File: config.mk
export PLATFORM = sky130hd
export DESIGN_NAME = gbfi_div
export DESIGN_NICKNAME = d
export VERILOG_FILES = /design/src/hw/rtl/gbfi_div.sv
export SDC_FILE = /design/constraint.sdc
export NUM_CORES = 2
export LEC_CHECK = 0
export BUFFER_PORTS_ARGS = -buffer_cell sky130_fd_sc_hd__buf_2
export CAP_MARGIN = 20
export CORE_UTILIZATION = 55
export DETAILED_ROUTE_END_ITERATION = 8
export GPL_ROUTABILITY_DRIVEN = 0
export MAX_ROUTING_LAYER = met4
export PLACE_DENSITY = 0.76
export RECOVER_POWER = 50
export SYNTH_ARGS = -nofsm -noshare
export SYNTH_HDL_FRONTEND = slang
export SYNTH_SLANG_ARGS = --single-unit
File: constraint.sdc
create_clock -name aclk -period 10.7 [get_ports aclk]
set_input_delay 2.14 -clock aclk [delete_from_list [all_inputs] [get_ports aclk]]
set_output_delay 2.14 -clock aclk [all_outputs]
set_load 0.02 [all_outputs]
File: src/hw/rtl/gbfi_div.sv
// ----------------------------------------------------------------------------
// gbfi_div
// Pipelined restoring fraction divider, one quotient bit per stage.
// ----------------------------------------------------------------------------
`default_nettype none

module gbfi_div #(
    parameter int NUM_WIDTH  = 32,
    parameter int STEPS      = 16,
    parameter int SIDE_WIDTH = 8
) (
    input  wire logic                  aclk,
    input  wire logic                  aresetn,
    input  wire logic                  en,
    input  wire logic                  in_valid,
    input  wire logic [NUM_WIDTH-1:0]  num,
    input  wire logic [NUM_WIDTH-1:0]  den,
    input  wire logic [SIDE_WIDTH-1:0] side_in,
    output logic                       out_valid,
    output logic [STEPS-1:0]           quo,
    output logic [SIDE_WIDTH-1:0]      side_out
);

    logic [NUM_WIDTH-1:0]  rem_w  [0:STEPS];
    logic [NUM_WIDTH-1:0]  den_w  [0:STEPS];
    logic [STEPS-1:0]      quo_w  [0:STEPS];
    logic [SIDE_WIDTH-1:0] side_w [0:STEPS];
    logic                  val_w  [0:STEPS];

    assign rem_w[0]  = num;
    assign den_w[0]  = den;
    assign quo_w[0]  = '0;
    assign side_w[0] = side_in;
    assign val_w[0]  = in_valid;

    for (genvar k = 0; k < STEPS; k++) begin : g_step
        logic [NUM_WIDTH:0]    trial;
        logic                  fits;
        logic [NUM_WIDTH-1:0]  rem_next;
        logic [STEPS-1:0]      quo_next;
        logic                  valid_reg;
        logic [NUM_WIDTH-1:0]  rem_reg, den_reg;
        logic [STEPS-1:0]      quo_reg;
        logic [SIDE_WIDTH-1:0] side_reg;

        // Shift in one bit and try to subtract the divisor
        assign trial    = {rem_w[k], 1'b0};
        assign fits     = trial >= {1'b0, den_w[k]};
        assign rem_next = fits ? NUM_WIDTH'(trial - {1'b0, den_w[k]})
                               : trial[NUM_WIDTH-1:0];
        assign quo_next = {quo_w[k][STEPS-2:0], fits};

        always_ff @(posedge aclk) begin
            if (!aresetn) begin
                valid_reg <= 1'b0;
            end else if (en) begin
                valid_reg <= val_w[k];
            end
        end

        always_ff @(posedge aclk) begin
            if (en) begin
                rem_reg  <= rem_next;
                den_reg  <= den_w[k];
                quo_reg  <= quo_next;
                side_reg <= side_w[k];
            end
        end

        assign rem_w[k+1]  = rem_reg;
        assign den_w[k+1]  = den_reg;
        assign quo_w[k+1]  = quo_reg;
        assign side_w[k+1] = side_reg;
        assign val_w[k+1]  = valid_reg;
    end

    assign out_valid = val_w[STEPS];
    assign quo       = quo_w[STEPS];
    assign side_out  = side_w[STEPS];

endmodule

`default_nettype wire

# After elaboration in Yosys (flattened, before gate mapping)
# Cells that the tools add are included.
word_totals:
  in_bits: 76
  word_cells: 139
  regBits: 1240
classes:
  order_cmp: 16
  addsub: 15
  mux: 15
ops:
  columns: ["operator", "n"]
  rows:
  - ["$ge A33 B32 Y1", 16]
  - ["$mux W32", 15]
  - ["$sub A32 B32 Y32", 15]

# Depth between registers and ports, before layout
logic_depth:
  word_depth: 2
  mapped_depth: 15
  depth_no_buf: 12

# Least setup slack after synthesis
# Ideal clock, no wire load.
synth_timing:
  path_kind: "input -> register"
  start: "in den[1]"
  end: "reg g_step[0].rem_reg[22] (data pin)"
  slack_ns: 5.662
  cell_stages: 12
  required_ns: 10.440
  n_path_buf: 1
  t_arrival_ns: 4.778
  cell_sequence: "inv_1 > ha_1 > nor2b_1 > o31a_1 > o41a_1 > a21o_1 > o2111a_1 > o221a_2 > a21o_1 > o21bai_2 > buf_4 > mux2_2"
synth_via:
  elab_chain_cells: 2
  word_cells_on_any_way: 3
  classes_between: "add/sub (1); order compare (1); mux (1)"
synth_lines:
  columns: ["item", "line_no", "rtl"]
  rows:
  - ["start: declaration", "17", "input wire logic [NUM_WIDTH-1:0] den,"]
  - ["$sub A32 B32 Y32 / $ge A33 B32 Y1 (equally long branches)", "49, 48", null]
  - ["$mux W32 (*)", "49", "assign rem_next = fits ? NUM_WIDTH'(trial - {1'b0, den_w[k]})"]
  - ["net g_step[0].rem_next[22]", "39", "logic [NUM_WIDTH-1:0] rem_next;"]
  - ["end signal: assignment", "63", "rem_reg <= rem_next;"]
  - ["end: declaration", "42", "logic [NUM_WIDTH-1:0] rem_reg, den_reg;"]
# Mark *: on every way through the listed nets, which the timed path passes. The rest lies on a longest branch.
# A chain may end at the register's enable or synchronous reset.

# Worst setup path after layout
layout_timing:
  start: "in den[1]"
  end: "reg g_step[0].rem_reg[3] (data pin)"
# Same word-level chain as after synthesis.

==> summary.md <==
| Metric | Value |
|---|---|
| Vias in the first global route | `46.4k` |
| # H-tree levels | `4` |
| IO buf count | `100` |
| TritonCTS Buffers | `approximately 140` |
| RSZ-0062 raised after global routing | `false` |
| Register share of total power | `a little over a third` |
| Max Fanout on Critical Path | `59` |
| Clock root buffer | `clkbuf_16` |
| Sequential-to-total area share from yosys stat | `53.5%` |
| Count of pins over their slew limit | `56` |
| Via Count | `46.0k` |
| Synth cell count leaders | `edfxtp_1 (1,224), inv_1 (630), ha_1 (511), a21oi_1 (487), o21ai_0 (373)` |
| Clock share of power | `between 10% and 20%` |
| R2R depth | `12` |
| Simple-gate portion of the synthesized area | `between 9 and 10%` |
| Full die area | `0.127 mm^2` |
| Largest family of logic cells by synthesized area | `compound AO/OA/AOI/OAI gates` |
| Core area | `0.124 mm^2` |
| RR Endpoint | `g_step[13].rem_reg[4]` |
| Pwr dens | `294 mW/mm^2` |
| DR pass1 iterations | `6` |
| Startpoint Class | `primary input` |
| # IOs | `101` |
| Worst setup EP type | `flop` |
| CTS tree | `built` |
| Final Hold Fails | `0` |
| Fillers | `about 9.6k` |
| Layout cells sized above 1 | `8.71%` |
| Final TNS setup | `0 ns` |
| Row Count | `129` |
| Critical path arrival | `5.58 ns` |
| Clock Skews | `roughly 0.024 ns` |
| Via density | `5.78` |
| Clock period minus worst slack | `between 5 and 6 ns` |
| Syn Area/Cell | `11.4 um^2` |
| CTS Buffer Depth | `3` |
| Avg WL per Cell | `16.9 um` |
| Hold Crit Class | `reg -> reg` |
| Status | `finished, violations left` |
| Multiplexer area fraction after synthesis | `3.81%` |
| Largest net degree at the start of global routing | `169` |
| Synth Net Count | `6,686` |
| Hold Buf Count CTS | `0` |
| Reg-to-reg startpoint | `g_step[12].den_reg[1]` |
| Clock sink count | `1,240` |
| Compound-gate portion of the synthesized area | `14.8%` |
| Violated checks | `max-capacitance violations, max-slew violations` |
| Initial core utilization | `55.8%` |
| Post-synth top area cell | `edfxtp_1` |
| Capture point of the worst path | `g_step[0].rem_reg[3]` |
| Worst-Skew Late Latency | `0.77 ns` |
| Worst slew pin tran | `2.76 ns` |
| Final Setup Violations | `0` |
| Synth unique cells | `89` |
| Synth Instances | `around 6k` |
| Hpwl dp | `approximately 100,000 um` |
| Fraction of registers with async set or reset after synthesis | `0%` |
| EDFF count, synth | `1,224` |
| Clk slew on worst S/H paths | `roughly 0.06 ns` |
| Die W | `357 um` |
| Sw Ratio | `36.3%` |
| Peak supply drop | `0.000198 V` |
| Area grow syn2layout | `9.36%` |
| Detailed-route DRC error count | `0` |
| Worst slew margin | `-84.1%` |
| Critical path launch point | `den[1]` |
| Area share of the largest cell type after synthesis | `53.0%` |
| Int Pwr | `14,200 uW` |
| Die H | `357 um` |
| Adder-cell share of the synthesized area | `9.66%` |
| Synth Area in XOR/XNOR | `4.97%` |
| Post-CTS Resized | `0` |
| Main flop type after synthesis | `edfxtp_1` |
| Top-count cell post-synth | `edfxtp_1` |
| Post-CTS setup buffer count | `0` |
| Starting DRC count in detailed routing | `2,668` |
| Fin crit share | `47.5%` |
| Max Fclk | `197 MHz` |
| Final wirelength | `134,000 um` |
| Leak | `0.0309 uW` |
| Post-DRT Antenna Nets | `0` |
| Gr ovfl total | `0` |
| Reg2reg setup slack | `6.24 ns` |
| P_sw | `about 8100 uW` |
| Comb power frac | `a little under half` |
| Overall routing resource usage | `21.9%` |
| #FFs+latches synth | `between 1k and 1.5k` |
| Critical Path RT | `approximately 11 ns` |
| Top cells by area, synth | `edfxtp_1 (53%), ha_1 (9.2%), a21oi_1 (3.5%)` |
| Yosys warns | `0` |
| Place WS | `4.95 ns` |
| Maxcap violations | `1` |
| Nets | `6,816` |
| Initial antenna violation count | `1` |
| Cell Area, Synth | `0.0693 mm^2` |
| Setup ws final | `between 5 and 6 ns` |
| First-pass GRT wire length | `220,000 um` |
| Worst setup path category | `in -> reg` |
==> cell type report <==
class,count,area [um^2],share of cell area [%]
Sequential cell,1240,37100,48.9
Tap cell,1637,2050,2.70
Clock inverter,57,452,0.596
Timing Repair Buffer,129,777,1.02
Multi-Input combinational cell,4078,29400,38.7
Antenna cell,1,2.50,0.00330
Inverter,630,2360,3.12
Clock buffer,179,3720,4.91
==> worst min-delay path by stage <==
stage / slack [ns] / cells past startpoint / end / from
after floorplan: 0.40 / 0 / g_step[10].quo_reg[10] / g_step[9].quo_reg[9]
after global placement: 0.40 / 0 / g_step[10].side_reg[0] / g_step[9].side_reg[0]
after detailed placement: 0.40 / 0 / g_step[10].side_reg[7] / g_step[9].side_reg[7]
after CTS: 0.41 / 0 / g_step[4].side_reg[0] / g_step[3].side_reg[0]
after global routing: 0.42 / 0 / g_step[13].quo_reg[11] / g_step[12].quo_reg[10]
final: 0.41 / 0 / g_step[4].side_reg[0] / g_step[3].side_reg[0]
==> power groups by stage <==
stage,clock [uW],sequential [uW],combinational [uW]
floorplan,0,7600,8000
detailed placement,0,7810,9990
global route,4650,7860,11300
global placement,0,7790,9710
CTS,4470,7730,10100
finish,4360,7740,10200
==> layer usage <==
metal  up-vias  track usage (%)  share of wire (%)
li1      22642                -                  -
met1     21626             21.1                 37
met2      1235             40.9                 54
met3       489             2.99                3.5
met4         0             13.2                6.0
met5         -                -                  0
==> worst max-delay path, cell delays in order <==
cell	delay, ns
clkbuf_1	0.15
inv_1	0.07
ha_1	0.29
nor2b_1	0.15
o31a_1	0.29
o41a_1	0.47
a21o_1	0.28
o2111a_1	0.26
o221a_2	0.29
a21o_1	0.22
o21bai_4	0.10
buf_4	0.45
mux2_1	0.37
==> kinds of logic after synthesis <==
kind of cell / after synthesis
xor gates and xnor gates: 393
DFF: 1240
and+or+nand+nor: 1303
adders and majority gates: 526
AOI/OAI and AO/OA: 1619
muxes: 237
buffers and inverters: 766
==> cells in the final DEF (no fill, tap or decap), drive strengths merged, types with 19 or more instances in the layout <==
cell type     n
a211oi       39
nand2       371
mux2i        27
o211ai       24
a21o        232
nand2b       58
o21a         89
xor2        161
o31a         27
and3         38
clkinv       47
a211o        19
nor3         85
and2         29
a31oi        53
xnor2       232
nor4         23
ha          511
o21ai       390
buf         106
nor2b       100
edfxtp     1224
a221oi       21
clkbuf      202
a21oi       488
and4         19
nor2        340
nand4        67
mux2        210
o21bai       53
inv         633
or3          19
o31ai        38
nand3       102
==> through the flow <==
stage	hold WS, ns	cells	instance area, um^2	total power, uW	util (%)
2_1_floorplan	0.400	6084	69300	15600	-
3_3_place_gp	0.400	7712	71600	17500	57.6
3_5_place_dp	0.405	7713	71600	17800	57.6
4_1_cts	0.410	7949	75800	22300	61.0
5_1_grt	0.416	7951	75800	23800	61.0
6_report	0.412	7951	75800	22300	61.0
Power figures use the tool's default switching activity.
