File: src/hw/rtl/gbfi_pkg.sv
// ----------------------------------------------------------------------------
// gbfi_pkg
// Shared constants and types for the bounded gamma face interpolator.
// ----------------------------------------------------------------------------
`default_nettype none

package gbfi_pkg;

    // Default cell value width (Q16.16)
    localparam int DEFAULT_VALUE_WIDTH = 32;

    // Number of fractional bits of the normalized variable
    localparam int PHI_BITS = 16;

    // Number of bits of the blend weight (always below one half)
    localparam int WEIGHT_BITS = 15;

    // Width and reset value of the blend threshold register (Q0.16)
    localparam int BETA_WIDTH = 16;
    localparam logic [BETA_WIDTH-1:0] BETA_RESET = 16'h8000;

    // Number of cell values in one request
    localparam int NUM_FIELDS = 5;

    // Per-item decision flags carried down the pipeline
    typedef struct packed {
        logic take;   // phi strictly inside (0,1): move away from C
        logic cdneg;  // D below C
        logic ge;     // phi at or above beta: central mean
    } flags_t;

endpackage

`default_nettype wire

File: src/hw/rtl/gbfi_back.sv
// ----------------------------------------------------------------------------
// gbfi_back
// Step size from the weight or half the C-to-D distance, then move the central value toward downwind or hold it.
// ----------------------------------------------------------------------------
`default_nettype none

module gbfi_back #(
    parameter int VALUE_WIDTH = gbfi_pkg::DEFAULT_VALUE_WIDTH
) (
    input  wire logic                                aclk,
    input  wire logic                                aresetn,
    input  wire logic                                en,
    input  wire logic                                in_valid,
    input  wire logic [gbfi_pkg::WEIGHT_BITS-1:0]    weight,
    input  wire logic [VALUE_WIDTH-1:0]              cen,
    input  wire logic [VALUE_WIDTH-1:0]              cdmag,
    input  wire gbfi_pkg::flags_t                    flags,
    output logic                                     out_valid,
    output logic [VALUE_WIDTH-1:0]                   face_value
);

    localparam int W  = VALUE_WIDTH;
    localparam int WB = gbfi_pkg::WEIGHT_BITS;

    logic [W+WB-1:0]  prod;
    logic [W-1:0]     delta_next;
    logic [W-1:0]     res_next;

    logic             valid_a_reg, valid_b_reg;
    logic [W-1:0]     delta_reg, cen_reg, res_reg;
    gbfi_pkg::flags_t flags_reg;

    // Scale the C-to-D distance by the weight, or halve it
    assign prod       = (W+WB)'(cdmag) * (W+WB)'(weight);
    assign delta_next = flags.ge ? (cdmag >> 1)
                                 : W'(prod >> gbfi_pkg::PHI_BITS);

    always_ff @(posedge aclk) begin
        if (!aresetn) begin
            valid_a_reg <= 1'b0;
            valid_b_reg <= 1'b0;
        end else if (en) begin
            valid_a_reg <= in_valid;
            valid_b_reg <= valid_a_reg;
        end
    end

    always_ff @(posedge aclk) begin
        if (en) begin
            delta_reg <= delta_next;
            cen_reg   <= cen;
            flags_reg <= flags;
        end
    end

    // Move C toward D, or hold C when phi is outside (0,1)
    always_comb begin
        if (!flags_reg.take) begin
            res_next = cen_reg;
        end else if (flags_reg.cdneg) begin
            res_next = cen_reg - delta_reg;
        end else begin
            res_next = cen_reg + delta_reg;
        end
    end

    always_ff @(posedge aclk) begin
        if (en) begin
            res_reg <= res_next;
        end
    end

    assign out_valid  = valid_b_reg;
    assign face_value = res_reg;

endmodule

`default_nettype wire
File: config.mk
export PLATFORM = sky130hd
export DESIGN_NAME = gbfi_back
export DESIGN_NICKNAME = d
export VERILOG_FILES = /design/src/hw/rtl/gbfi_pkg.sv /design/src/hw/rtl/gbfi_back.sv
export SDC_FILE = /design/constraint.sdc
export NUM_CORES = 1
export LEC_CHECK = 0
export BUFFER_PORTS_ARGS = -buffer_cell sky130_fd_sc_hd__buf_2
export CAP_MARGIN = 0
export CORE_MARGIN = 1.5
export CORE_UTILIZATION = 48
export CTS_BUF_LIST = sky130_fd_sc_hd__clkbuf_16
export DETAILED_ROUTE_END_ITERATION = 16
export GPL_TIMING_DRIVEN = 0
export PLACE_DENSITY = 0.73
export SYNTH_ARGS = -nofsm -noshare
export SYNTH_HDL_FRONTEND = slang
export SYNTH_SLANG_ARGS = --single-unit
File: constraint.sdc
create_clock -name aclk -period 8.1 [get_ports aclk]
set_input_delay 1.62 -clock aclk [delete_from_list [all_inputs] [get_ports aclk]]
set_output_delay 1.62 -clock aclk [all_outputs]
set_load 0.02 [all_outputs]
Word-level counts from Yosys, hierarchy flattened:

Cells that the tools add are included.

* add/sub/neg operators: 2
* $mul: 1
* muxes and demuxes: 3

Operators by type and width (count)
* 2-to-1 mux 32 bit: 2
* multiplier 32 x 15 -> 47 bit: 1
* adder 32 bit: 1
* subtractor 32 bit: 1
* 2-to-1 mux 31 bit: 1

* bits in registers: 100
* input bits: 86
* output and inout bits: 33
* logic and storage cells: 13

Depth between registers and ports, before layout:

* depth after elaboration: 3
* depth in mapped cells: 25

Worst setup path after synthesis:

Ideal clock, no wire load.

* path kind: input port to flip-flop
* from: input weight[0] (netlist name)
* to: register delta_reg[25], data pin
* library setup time: 0.271 ns
* arrival time: 7.432 ns
* required time: 7.829 ns
* setup slack: 0.397 ns
* stages on the path: 25
* buffers on the path: 1
* path through: clkbuf_1 > and2_1 > fa_1 > inv_1 > fa_1 > inv_1 > fa_1 > inv_1 > fa_1 > inv_1 > fa_1 > inv_1 > fa_1 > inv_1 > ha_1 > a21oi_1 > a21boi_0 > o211a_1 > o31ai_2 > o311a_1 > nor3_1 > o21ai_0 > nand2_1 > a2111oi_0 > nor3_1

* longest elaborated chain between the ends: 2

RTL lines
* from (decl): RTL line gbfi_back.sv:14 `input wire logic [gbfi_pkg::WEIGHT_BITS-1:0] weight,`
* multiplier 32 x 15 -> 47 bit: RTL line gbfi_back.sv:34 `assign prod = (W+WB)'(cdmag) * (W+WB)'(weight);`
* 2-to-1 mux 31 bit: RTL line gbfi_back.sv:35 `assign delta_next = flags.ge ? (cdmag >> 1)`
* via delta_next[25]: RTL line gbfi_back.sv:26 `logic [W-1:0] delta_next;`
* to (signal assigned): RTL line gbfi_back.sv:50 `delta_reg <= delta_next;`
* to (decl): RTL line gbfi_back.sv:30 `logic [W-1:0] delta_reg, cen_reg, res_reg;`

The timed path passes the listed nets, and every way through them passes these cells.
A chain may end at the register's enable or synchronous reset.

Worst setup path in the final report:

* from: input weight[1] (netlist name)
* to: register delta_reg[26], data pin

The elaborated chain is that of the path after synthesis.

==> out/summary.txt <==
wire length per cell = 19.1 um
Initial DRC Count = 1082
reg2reg path depth = 19
ys flop type = edfxtp_1
Post-DP Area = 21900 um2
I/O Pins = 119
Synth async-reset ratio = 0%
mux cell area share after synthesis = 1.40%
die outline width = 210 um
fin. max-slew vios = 0
Hold Crit Endpoint = out_valid$_SDFFE_PN0P_
GPL Wtd Cong = 0.962
worst slew pin tran = 0.777 ns
Non-Filler Instances = 2896
min Tclk post-route = 7.97 ns
Die H = 210 um
largest family of logic cells by synthesized area = adder cells
Final period util = 98.4%
Compound-Gate Fraction of Synth Area = 7.57%
area share of fa/ha/maj cells after synthesis = 46.2%
Die Area = 44200 um2
Commonest cells post-synth = 426 x inv_1, 388 x fa_1, 286 x nand2_1
top cell type's share of synthesized area = 37.7%
Setup-failing EPs final = 0
post-synthesis sequential area ratio = 14.3%
fin util = 53.5%
routed wire length = 55.4 mm
initial antenna violation count = 1
Antenna Violating Nets Remaining = 0
Hold Crit Depth = 2
# DRC = 0
Yosys warnings = 0
Total Routing Usage GR = 25.9%
CP Capture Type = flip-flop
Vias = 16100
Setup Skew = 0.0131 ns
setup_tns = 0 ns
Hold Path Class = reg2reg
routed vias/inst = 5.54
DR pass1 iterations = 5
startpoint of the worst register-to-register path = delta_reg[0]$_DFFE_PP_
critical path arrival = 8.06 ns
Rows = 75
core area = 42100 um2
layout cell share with drive strength beyond 1 = 10.6%
most frequent cell after synthesis = inv_1
crit-path max FO = 10
placed cells = 2880
Slew HR = 48.2%
Initial Util = 48.9%
met3 Usage GRT = 5.45%
GRT busiest layer = met2
Distinct cells, synth = 63
Final Hold Viols = 0
Design Area, Final = 22500 um2
mapped cell area = 20600 um2
simple-gate share of the synthesized area = 17.6%
CTS Root Cell = clkbuf_16
Area Overhead vs Synth = 9.38%
max_cap viols = 0
total clock sinks = 99
GR Util met2 = 41.6%
post-synth top area cell = fa_1
vias in the first global route = 16900
fmax = 0.125 GHz
Mapped Cells = 2222
Mean Syn Cell Area = 9.27 um2
Worst R2R Setup Slack = 3.22 ns
hold path start = out_valid$_SDFFE_PN0P_
largest net degree at the start of global routing = 52
CTS Buf Count = 9
CTS tree = done
worst skew pair latency = 0.35 ns
Fillers = 3817
hpwl dp = 46.5 mm
number of H-tree levels = 3
synthesized flop and latch total = 99
first-pass GRT wire length = 89.0 mm
Port Buffer Count = 118
gr ovfl total = 0
Post-Syn Nets = 2836
CTS max path bufs = 2
Net count, final = 2965
Worst EP required = 8.19 ns
Worst-path clk slew = 0.08 ns
RR Endpoint = face_value[31]$_DFFE_PP_
CTS Hold Buffers Added = 0
met1 layer usage reported by global route = 34.7%
Area contributors post-synth = fa_1 38%, edfxtp_1 14%, ha_1 8.5%
Synth Area in XOR/XNOR = 3.36%
Setup Crit Path Kind = in2reg
Post-synth EDFFs = 97
Startpoint Class = input pin
status = finished, final reports clean
per-layer routing:
layer	share of wire, %	vias up	routed length [um]
met4	2.9	0	1630
met2	46	825	25600
li1	-	7145	-
met5	0	-	0
met1	40	7981	22400
met3	11	104	5830
stage by stage:
stage | setup WS, ns | hold WS, ns
2_1_floorplan | 0.397 | 0.482
3_3_place_gp | -1.01 | 0.494
3_5_place_dp | -1.09 | 0.514
4_1_cts | -0.00203 | 0.534
5_1_grt | -0.0230 | 0.577
6_report | 0.130 | 0.523
cell usage in the layout, fill, tap and decap left out, types with 8 or more instances in the layout:
| cell | count |
|---|---|
| xnor2_1 | 58 |
| nor2b_1 | 8 |
| inv_1 | 426 |
| buf_2 | 122 |
| o21ai_0 | 47 |
| nand3_1 | 20 |
| nand4_1 | 9 |
| nor2_1 | 65 |
| edfxtp_1 | 97 |
| xor2_1 | 20 |
| and2_1 | 276 |
| nand2_1 | 286 |
| nor3_1 | 18 |
| a31oi_1 | 9 |
| o31ai_1 | 11 |
| clkbuf_1 | 27 |
| mux2_2 | 22 |
| nor4_1 | 9 |
| clkbuf_16 | 9 |
| buf_6 | 9 |
| a21oi_1 | 72 |
| clkbuf_2 | 38 |
| a21o_1 | 50 |
| buf_4 | 9 |
| ha_1 | 135 |
| fa_1 | 387 |
worst max-delay path, stage by stage:
cell and delay (ns):
buf_2 0.17, buf_6 0.16, and2_1 0.16, fa_1 0.51
inv_1 0.06, fa_1 0.53, inv_1 0.06, fa_1 0.50
fa_2 0.59, fa_1 0.42, fa_1 0.49, ha_2 0.41
and3_4 0.21, nand3_2 0.10, and4bb_2 0.35, o31ai_4 0.08
buf_6 0.14, o311a_4 0.34, or4_4 0.55, and3_4 0.21
o21ai_2 0.14, xnor2_1 0.15, o21ai_1 0.10
how the worst max path moves through the flow:
| stage | depth (start not counted) | start | to | slack, ns |
|---|---|---|---|---|
| after global routing | 24 | weight[10] | delta_reg[26]$_DFFE_PP_ | -0.02 |
| final | 23 | weight[1] | delta_reg[26]$_DFFE_PP_ | 0.13 |
| after detailed placement | 26 | cdmag[5] | delta_reg[25]$_DFFE_PP_ | -1.09 |
| after floorplan | 25 | weight[0] | delta_reg[25]$_DFFE_PP_ | 0.40 |
| after global placement | 26 | cdmag[5] | delta_reg[25]$_DFFE_PP_ | -1.01 |
| after CTS | 26 | weight[0] | delta_reg[27]$_DFFE_PP_ | -0.002 |
cell type report:
| type | instances | area [um2] | share of cell area, % |
|---|---|---|---|
| multi-input combinational | 1602 | 15900 | 70.4 |
| sequential | 99 | 2950 | 13.1 |
| inverter | 426 | 1600 | 7.10 |
| tap | 539 | 674 | 2.99 |
| timing repair buffer | 124 | 667 | 2.96 |
| buffer | 89 | 480 | 2.13 |
| clock buffer | 9 | 225 | 0.999 |
| clock inverter | 7 | 71.3 | 0.317 |
| antenna | 1 | 2.50 | 0.0111 |
what timing repair did:
action | in CTS | in global routing
buffers inserted | 0 | 5
resized for setup | 35 | 148
setup endpoints to repair | 12 | 11
pin swaps | 3 | 8
logic make-up (layout without fill, tap and decap cells):
family                     after synthesis  count (layout)
other                                    0               1
adders and majority gates              528             528
buffers and inverters                  521             655
xor gates and xnor gates                79              79
DFF                                     99              99
and+or+nand+nor                        724             724
muxes                                   26              26
AOI/OAI and AO/OA                      245             245
Power is not shown: default switching activity piles up to over one toggle a cycle in this logic, so the estimate is an artifact.
