<file path="src/hw/rtl/gbfi_pkg.sv">
// ----------------------------------------------------------------------------
// gbfi_pkg
// Shared constants and types for the bounded gamma face interpolator.
// ----------------------------------------------------------------------------
`default_nettype none

package gbfi_pkg;

    // Default cell value width (Q16.16)
    localparam int DEFAULT_VALUE_WIDTH = 32;

    // Number of fractional bits of the normalized variable
    localparam int PHI_BITS = 16;

    // Number of bits of the blend weight (always below one half)
    localparam int WEIGHT_BITS = 15;

    // Width and reset value of the blend threshold register (Q0.16)
    localparam int BETA_WIDTH = 16;
    localparam logic [BETA_WIDTH-1:0] BETA_RESET = 16'h8000;

    // Number of cell values in one request
    localparam int NUM_FIELDS = 5;

    // Per-item decision flags carried down the pipeline
    typedef struct packed {
        logic take;   // phi strictly inside (0,1): move away from C
        logic cdneg;  // D below C
        logic ge;     // phi at or above beta: central mean
    } flags_t;

endpackage

`default_nettype wire

</file>
<file path="src/hw/rtl/gbfi_front.sv">
// ----------------------------------------------------------------------------
// gbfi_front
// Upwind/central/downwind selection and exact difference magnitudes.
// ----------------------------------------------------------------------------
`default_nettype none

module gbfi_front #(
    parameter int VALUE_WIDTH = gbfi_pkg::DEFAULT_VALUE_WIDTH
) (
    input  wire logic                                   aclk,
    input  wire logic                                   aresetn,
    input  wire logic                                   en,
    input  wire logic                                   in_valid,
    input  wire logic [gbfi_pkg::NUM_FIELDS*VALUE_WIDTH-1:0] in_data,
    output logic                                        out_valid,
    output logic [VALUE_WIDTH-1:0]                      cen,
    output logic [VALUE_WIDTH-1:0]                      cdmag,
    output logic [VALUE_WIDTH-1:0]                      nmag,
    output logic [VALUE_WIDTH-1:0]                      dmag,
    output gbfi_pkg::flags_t                            flags
);

    localparam int W = VALUE_WIDTH;

    logic [W-1:0] spd, vm1, v0, vp1, vp2;
    logic [W-1:0] up, c, dn;
    logic [W:0]   n_diff, d_diff, cd_diff;
    logic [W-1:0] n_mag, d_mag, cd_mag;
    logic         take;

    logic             valid_reg;
    logic [W-1:0]     cen_reg, cdmag_reg, nmag_reg, dmag_reg;
    gbfi_pkg::flags_t flags_reg;
    gbfi_pkg::flags_t flags_next;

    assign spd = in_data[0*W +: W];
    assign vm1 = in_data[1*W +: W];
    assign v0  = in_data[2*W +: W];
    assign vp1 = in_data[3*W +: W];
    assign vp2 = in_data[4*W +: W];

    // Pick cells by the sign of the speed
    always_comb begin
        if (!spd[W-1]) begin
            up = vm1;
            c  = v0;
            dn = vp1;
        end else begin
            up = vp2;
            c  = vp1;
            dn = v0;
        end
    end

    // Exact differences, one extra bit so nothing wraps
    assign n_diff  = {c[W-1], c}   - {up[W-1], up};
    assign d_diff  = {dn[W-1], dn} - {up[W-1], up};
    assign cd_diff = {dn[W-1], dn} - {c[W-1], c};

    assign n_mag  = n_diff[W]  ? W'(-n_diff)  : n_diff[W-1:0];
    assign d_mag  = d_diff[W]  ? W'(-d_diff)  : d_diff[W-1:0];
    assign cd_mag = cd_diff[W] ? W'(-cd_diff) : cd_diff[W-1:0];

    // Phi strictly inside (0,1)
    assign take = (d_mag != '0) && (n_mag != '0) && (n_diff[W] == d_diff[W])
                  && (n_mag < d_mag);

    always_comb begin
        flags_next.take  = take;
        flags_next.cdneg = cd_diff[W];
        flags_next.ge    = 1'b0;
    end

    // Clear valid under reset
    always_ff @(posedge aclk) begin
        if (!aresetn) begin
            valid_reg <= 1'b0;
        end else if (en) begin
            valid_reg <= in_valid;
        end
    end

    // Capture payload
    always_ff @(posedge aclk) begin
        if (en) begin
            cen_reg   <= c;
            cdmag_reg <= cd_mag;
            nmag_reg  <= n_mag;
            dmag_reg  <= d_mag;
            flags_reg <= flags_next;
        end
    end

    assign out_valid = valid_reg;
    assign cen       = cen_reg;
    assign cdmag     = cdmag_reg;
    assign nmag      = nmag_reg;
    assign dmag      = dmag_reg;
    assign flags     = flags_reg;

endmodule

`default_nettype wire

</file>
<file path="config.mk">
export PLATFORM = sky130hd
export DESIGN_NAME = gbfi_front
export DESIGN_NICKNAME = d
export VERILOG_FILES = /design/src/hw/rtl/gbfi_pkg.sv /design/src/hw/rtl/gbfi_front.sv
export SDC_FILE = /design/constraint.sdc
export NUM_CORES = 1
export LEC_CHECK = 0
export BUFFER_PORTS_ARGS = -buffer_cell sky130_fd_sc_hd__buf_4
export CAP_MARGIN = 0
export CORE_MARGIN = 2
export CORE_UTILIZATION = 50
export CTS_CLUSTER_DIAMETER = 80
export DETAILED_ROUTE_END_ITERATION = 8
export PLACE_DENSITY = 0.75
export REMOVE_ABC_BUFFERS = 1
export SKIP_CTS_REPAIR_TIMING = 1
export SYNTH_ARGS = -nofsm -noshare
export SYNTH_HDL_FRONTEND = slang
export SYNTH_SLANG_ARGS = --single-unit
</file>
<file path="constraint.sdc">
create_clock -name aclk -period 6.75 [get_ports aclk]
set_input_delay 0.3375 -clock aclk [delete_from_list [all_inputs] [get_ports aclk]]
set_output_delay 0.3375 -clock aclk [all_outputs]
set_load 0.01 [all_outputs]
</file>
Yosys cells after proc, flatten, opt, wreduce, memory -nomap -nowiden:

Cells that the tools add are included.

* shifts and indexed selects: 0
* equal/unequal tests: 1
* $mul: 0
* bitwise logic cells: 0
* multiplexer cells: 6
* divide/modulo/power cells: 0
* order comparisons: 1
* add/subtract/negate cells: 6
* reduce and logical (&&, ||, !) cells: 5

Operators with widths (number)
* 32-bit two-way mux: 6
* 32-bit by 32-bit subtractor with 33-bit output: 3
* 32-bit negation: 3
* 32-bit nonzero test: 2
* 32-bit < comparator: 1
* 1-bit logical AND: 3
* 1-bit == test: 1

* bits in read-only memories: 0
* bits of input ports: 164
* output and inout bits: 132
* memory bits (writable): 0
* bits in latches: 0
* word-level logic and storage cells: 26
* register bits: 131
* memories kept: 0

Depth between registers and ports, before layout:

* depth in word-level cells: 8
* depth in mapped cells: 29
* mapped depth without buffers: 25

Least setup slack after synthesis:

No wires, ideal clock.

* path kind: in2reg
* from: input port in_data[31] (netlist bit)
* to: register flags_reg, in the netlist flags[2] (data pin)
* arrival time: 6.525 ns
* slack: 0.068 ns
* cell stages on the path: 28
* library setup time: 0.157 ns
* cells stage by stage: clkbuf_1 clkbuf_1 buf_1 mux2i_1 ha_1 o21a_1 and2_1 o41a_1 o211ai_1 nor4_1 o31ai_1 clkbuf_1 clkbuf_1 nor2_1 a21oi_1 ha_1 a21o_1 a21o_1 a21o_1 a21o_1 a2111oi_0 o21ai_0 a221oi_1 maj3_1 o31ai_1 a211oi_1 nor3_1 nor3_1

* cells in the longest elaborated chain, start to end: 8
* elaborated cells on any way between the ends: 16
* classes of those cells: 4 x add/sub; 1 x order compare; 1 x eq/ne; 5 x mux; 5 x reduce/logical

Ends and longest elaborated chain
* from (decl): line gbfi_front.sv:14 `input wire logic [gbfi_pkg::NUM_FIELDS*VALUE_WIDTH-1:0] in_data,`
* parallel branches: the longest is 7 deep, another holds 32-bit by 32-bit subtractor with 33-bit output
* 1-bit logical AND (*): line gbfi_front.sv:66 `&& (n_mag < d_mag);`
* via take: line gbfi_front.sv:29 `logic take;`
* to (signal assigned): line gbfi_front.sv:90 `flags_reg <= flags_next;`
* to (decl): line gbfi_front.sv:33 `gbfi_pkg::flags_t flags_reg;`

Mark *: on every way through the listed nets, which the timed path passes.
A chain may end at the register's enable or synchronous reset.

Worst setup path after layout:

* from: input port in_data[31] (netlist bit)
* to: register flags_reg, in the netlist flags[2] (data pin)

* cells in the longest elaborated chain, start to end: 8
* elaborated cells on any way between the ends: 16
* classes of those cells: 4 x add/sub; 1 x order compare; 1 x eq/ne; 5 x mux; 5 x reduce/logical

Ends and longest elaborated chain
* 32-bit two-way mux: line gbfi_front.sv:44 `if (!spd[W-1]) begin`
* 32-bit by 32-bit subtractor with 33-bit output (*): line gbfi_front.sv:57 `assign d_diff = {dn[W-1], dn} - {up[W-1], up};`
* 32-bit negation: line gbfi_front.sv:61 `assign d_mag = d_diff[W] ? W'(-d_diff) : d_diff[W-1:0];`
* 32-bit two-way mux (*): line gbfi_front.sv:61
* via d_mag[9]: line gbfi_front.sv:28 `logic [W-1:0] n_mag, d_mag, cd_mag;`
* parallel branches: the longest is 3 deep, another holds 32-bit < comparator
* 1-bit logical AND (*): line gbfi_front.sv:66
* via take: line gbfi_front.sv:29

Marked as above.

==> results.sh <==
export IMPL_fillers=2440
export IMPL_yosys_area_top_type="edfxtp_1"
export IMPL_power_per_cell_area_nw_per_um2=295
export IMPL_synth_top_cells_by_area="edfxtp_1 (27%), ha_1 (11%), xnor2_1 (6.1%)"
export IMPL_async_flop_share_pct=0
export IMPL_worstSetupEndpointType="flip-flop"
export IMPL_use_met2_pct=50.9
export IMPL_drc=0
export IMPL_nets=2304
export IMPL_avgSynthCellArea_um2=8.77
export IMPL_cts_buffer_depth=2
export IMPL_gp_congestion=0.953
export IMPL_gr_usage_met1_pct=41.4
export IMPL_tightest_slew_ns=1.25
export IMPL_cpMostUsedCell="buf_4"
export IMPL_pwr_share_comb_pct=60.0
export IMPL_syn_area_um2=14500
export IMPL_seq_area_um2=3920
export IMPL_switching_share_pct=42.7
export IMPL_multi_input_area_um2=9950
export IMPL_setup_tns_ns=0
export IMPL_drive_gt1_share_pct=24.4
export IMPL_yosysWarnings=0
export IMPL_fin_ws_ns=0.474
export IMPL_max_clock_freq_mhz=159
export IMPL_grt_pass1_wl_um=73300
export IMPL_ys_seq_area_share_pct=27.1
export IMPL_num_antenna_cells=0
export IMPL_drt_iter0_markers=1151
export IMPL_fin_cells=2408
export IMPL_hold_violations=0
export IMPL_port_buffers=263
export IMPL_status="finished clean"
export IMPL_slew_headroom_pct=16.3
export IMPL_die_width_um=174
export IMPL_fin_crit_ns=6.28
export IMPL_skew_ns=0
export IMPL_ant_nets=0
export IMPL_ys_flop_type="edfxtp_1"
export IMPL_synth_top_area_share_pct=27.0
export IMPL_core_area_um2=28600
export IMPL_grt_max_degree=69
export IMPL_path_class="in2reg"
export IMPL_startpoint_type="input pin"
export IMPL_holdCritPathClass="in2reg"
export IMPL_grt_pass1_vias=13800
export IMPL_cts_sink_count=131
export IMPL_antenna_found_initial=0
export IMPL_cpPeakStageDelay_ns=0.40
export IMPL_first_pass_iters=6
export IMPL_yosysUniqueCellTypes=96
export IMPL_synth_edf_count=130
export IMPL_p_int_mw=3.09
export IMPL_numCtsBuffers=17
export IMPL_wl_um=47900
export IMPL_num_rows=62
export IMPL_hold_ws_ns=0.109
export IMPL_vias=14500
export IMPL_pre_cts_slack_ns=-0.0395
export IMPL_initial_core_util_pct=50.6
export IMPL_p_sw_mw=2.31
export IMPL_grt_most_used_layer="met2"
export IMPL_hpwl_um=39400
export IMPL_final_max_slew_violation_count=0
export IMPL_required_ns=7.03
export IMPL_cp_arrival_ns=6.56
export IMPL_grt_usage_pct=30.8
export IMPL_wl_per_cell_um=19.9
export IMPL_place_inst=2376
export IMPL_globalRoute_totalOverflow=0
export IMPL_clock_latency_ns=0.44
export IMPL_rsz0062_at_grt="false"
export IMPL_path_clk_slew_ns=0.06
export IMPL_use_met3_pct=4.11
export IMPL_synth_seq_cells=131
export IMPL_pwr_share_clk_pct=16.4
export IMPL_p_leak_nw=7.96
export IMPL_slowest_stage="mux2i_1"
export IMPL_syn2layout_area_growth_pct=26.5
export IMPL_routed_via_density=6.02
export IMPL_dieArea_um2=30300
export IMPL_crit_fanout=8
export IMPL_cts_tree="done"
export IMPL_maxCapViolations=0
export IMPL_finalSetupViolCount=0
export IMPL_die_h_um=174
export IMPL_ir_drop_mv=0.166
export IMPL_syn_inst=1652
export IMPL_cts_root_buf="clkbuf_16"
export IMPL_io_pins=296
export IMPL_fin_crit_sh_pct=93.0
export IMPL_h_tree_depth=4
export IMPL_sequentialPowerShare_pct=23.6
final timing paths:
path | from | cells past startpoint | end | slack, ns
min | aresetn | 2 | out_valid | 0.11
max | in_data[31] | 30 | flags[2] | 0.47
min reg2reg | out_valid | 2 | out_valid | 0.52
max reg2reg | out_valid | 2 | out_valid | 6.16
per-layer routing:
layer | part of all wire (%) | wire, µm
met1 | 45 | 21500
met2 | 46 | 22100
met3 | 5.7 | 2750
met4 | 3.0 | 1460
met5 | 0 | 0
cell families after synthesis:
kind of cell             count (synthesis)  synth area share, %
buffers and inverters                  165                 4.35
XOR/XNOR                               147                 8.94
multiplexers                           104                 7.47
other                                    1               0.0259
adder cells (fa/ha/maj)                130                 11.4
AND/OR/NAND/NOR                        495                 17.7
flip-flops                             131                 27.1
AO/OA/AOI/OAI                          479                 23.1
power groups by stage:
stage	combinational (mW)	clock, mW	sequential, mW
floorplan	1.81	0	1.40
global placement	3.12	0	1.29
detailed placement	3.17	0	1.29
CTS	3.20	0.893	1.28
global route	3.55	0.922	1.29
finish	3.24	0.886	1.27
cells in the mapped netlist, drive strengths merged (8+ instances only):
cell       n
nand3     45
clkbuf    48
edfxtp   130
o21a      19
a21oi    110
inv      107
or3       17
nor3      49
nand2b    11
o31ai     27
or2       12
a2111oi    9
nand4     26
and2      19
o21bai     9
nor2      99
o211ai    22
buf       10
a21o      41
o21ai     88
mux2i     72
mux2      32
xnor2    102
nand2    117
nor2b     20
xor2      45
o41ai     10
nor4      25
ha       126
or4       15
and3      15
a211oi    22
o2111ai    8
a31oi     22
stage by stage:
stage               power (mW)  util (%)  cell area [µm²]
floorplan                 3.21         -            14300
global placement          4.40      62.1            17800
detailed placement        4.46      62.1            17800
CTS                       5.37      64.0            18300
global route              5.76      64.0            18300
finish                    5.40      64.0            18300
area by class of cell:
type,count,share of cell area (%)
inverter,107,2.19
clock inverter,12,0.540
timing repair buffer,398,16.5
tap,384,2.62
sequential,131,21.4
clock buffer,20,2.38
multi-input combinational,1356,54.3
cells in the final DEF (no fill, tap or decap), types with 72 or more instances in the layout:
| master | synthesis | layout |
|---|---|---|
| edfxtp_1 | 130 | 130 |
| mux2i_1 | 72 | 72 |
| nand2_1 | 116 | 116 |
| nor2_1 | 99 | 99 |
| inv_1 | 107 | 107 |
| a21oi_1 | 109 | 109 |
| o21ai_0 | 79 | 79 |
| xnor2_1 | 101 | 101 |
| buf_4 | 2 | 395 |
| ha_1 | 126 | 126 |
critical path, delay by kind of cell:
kind,cells,cell delay [ns]
XOR/XNOR,1,0.19
adder cells (fa/ha/maj),4,1.03
buffers and inverters,6,1.03
AO/OA/AOI/OAI,12,2.74
multiplexers,1,0.40
AND/OR/NAND/NOR,6,0.80
(Power assumes the default switching activity.)
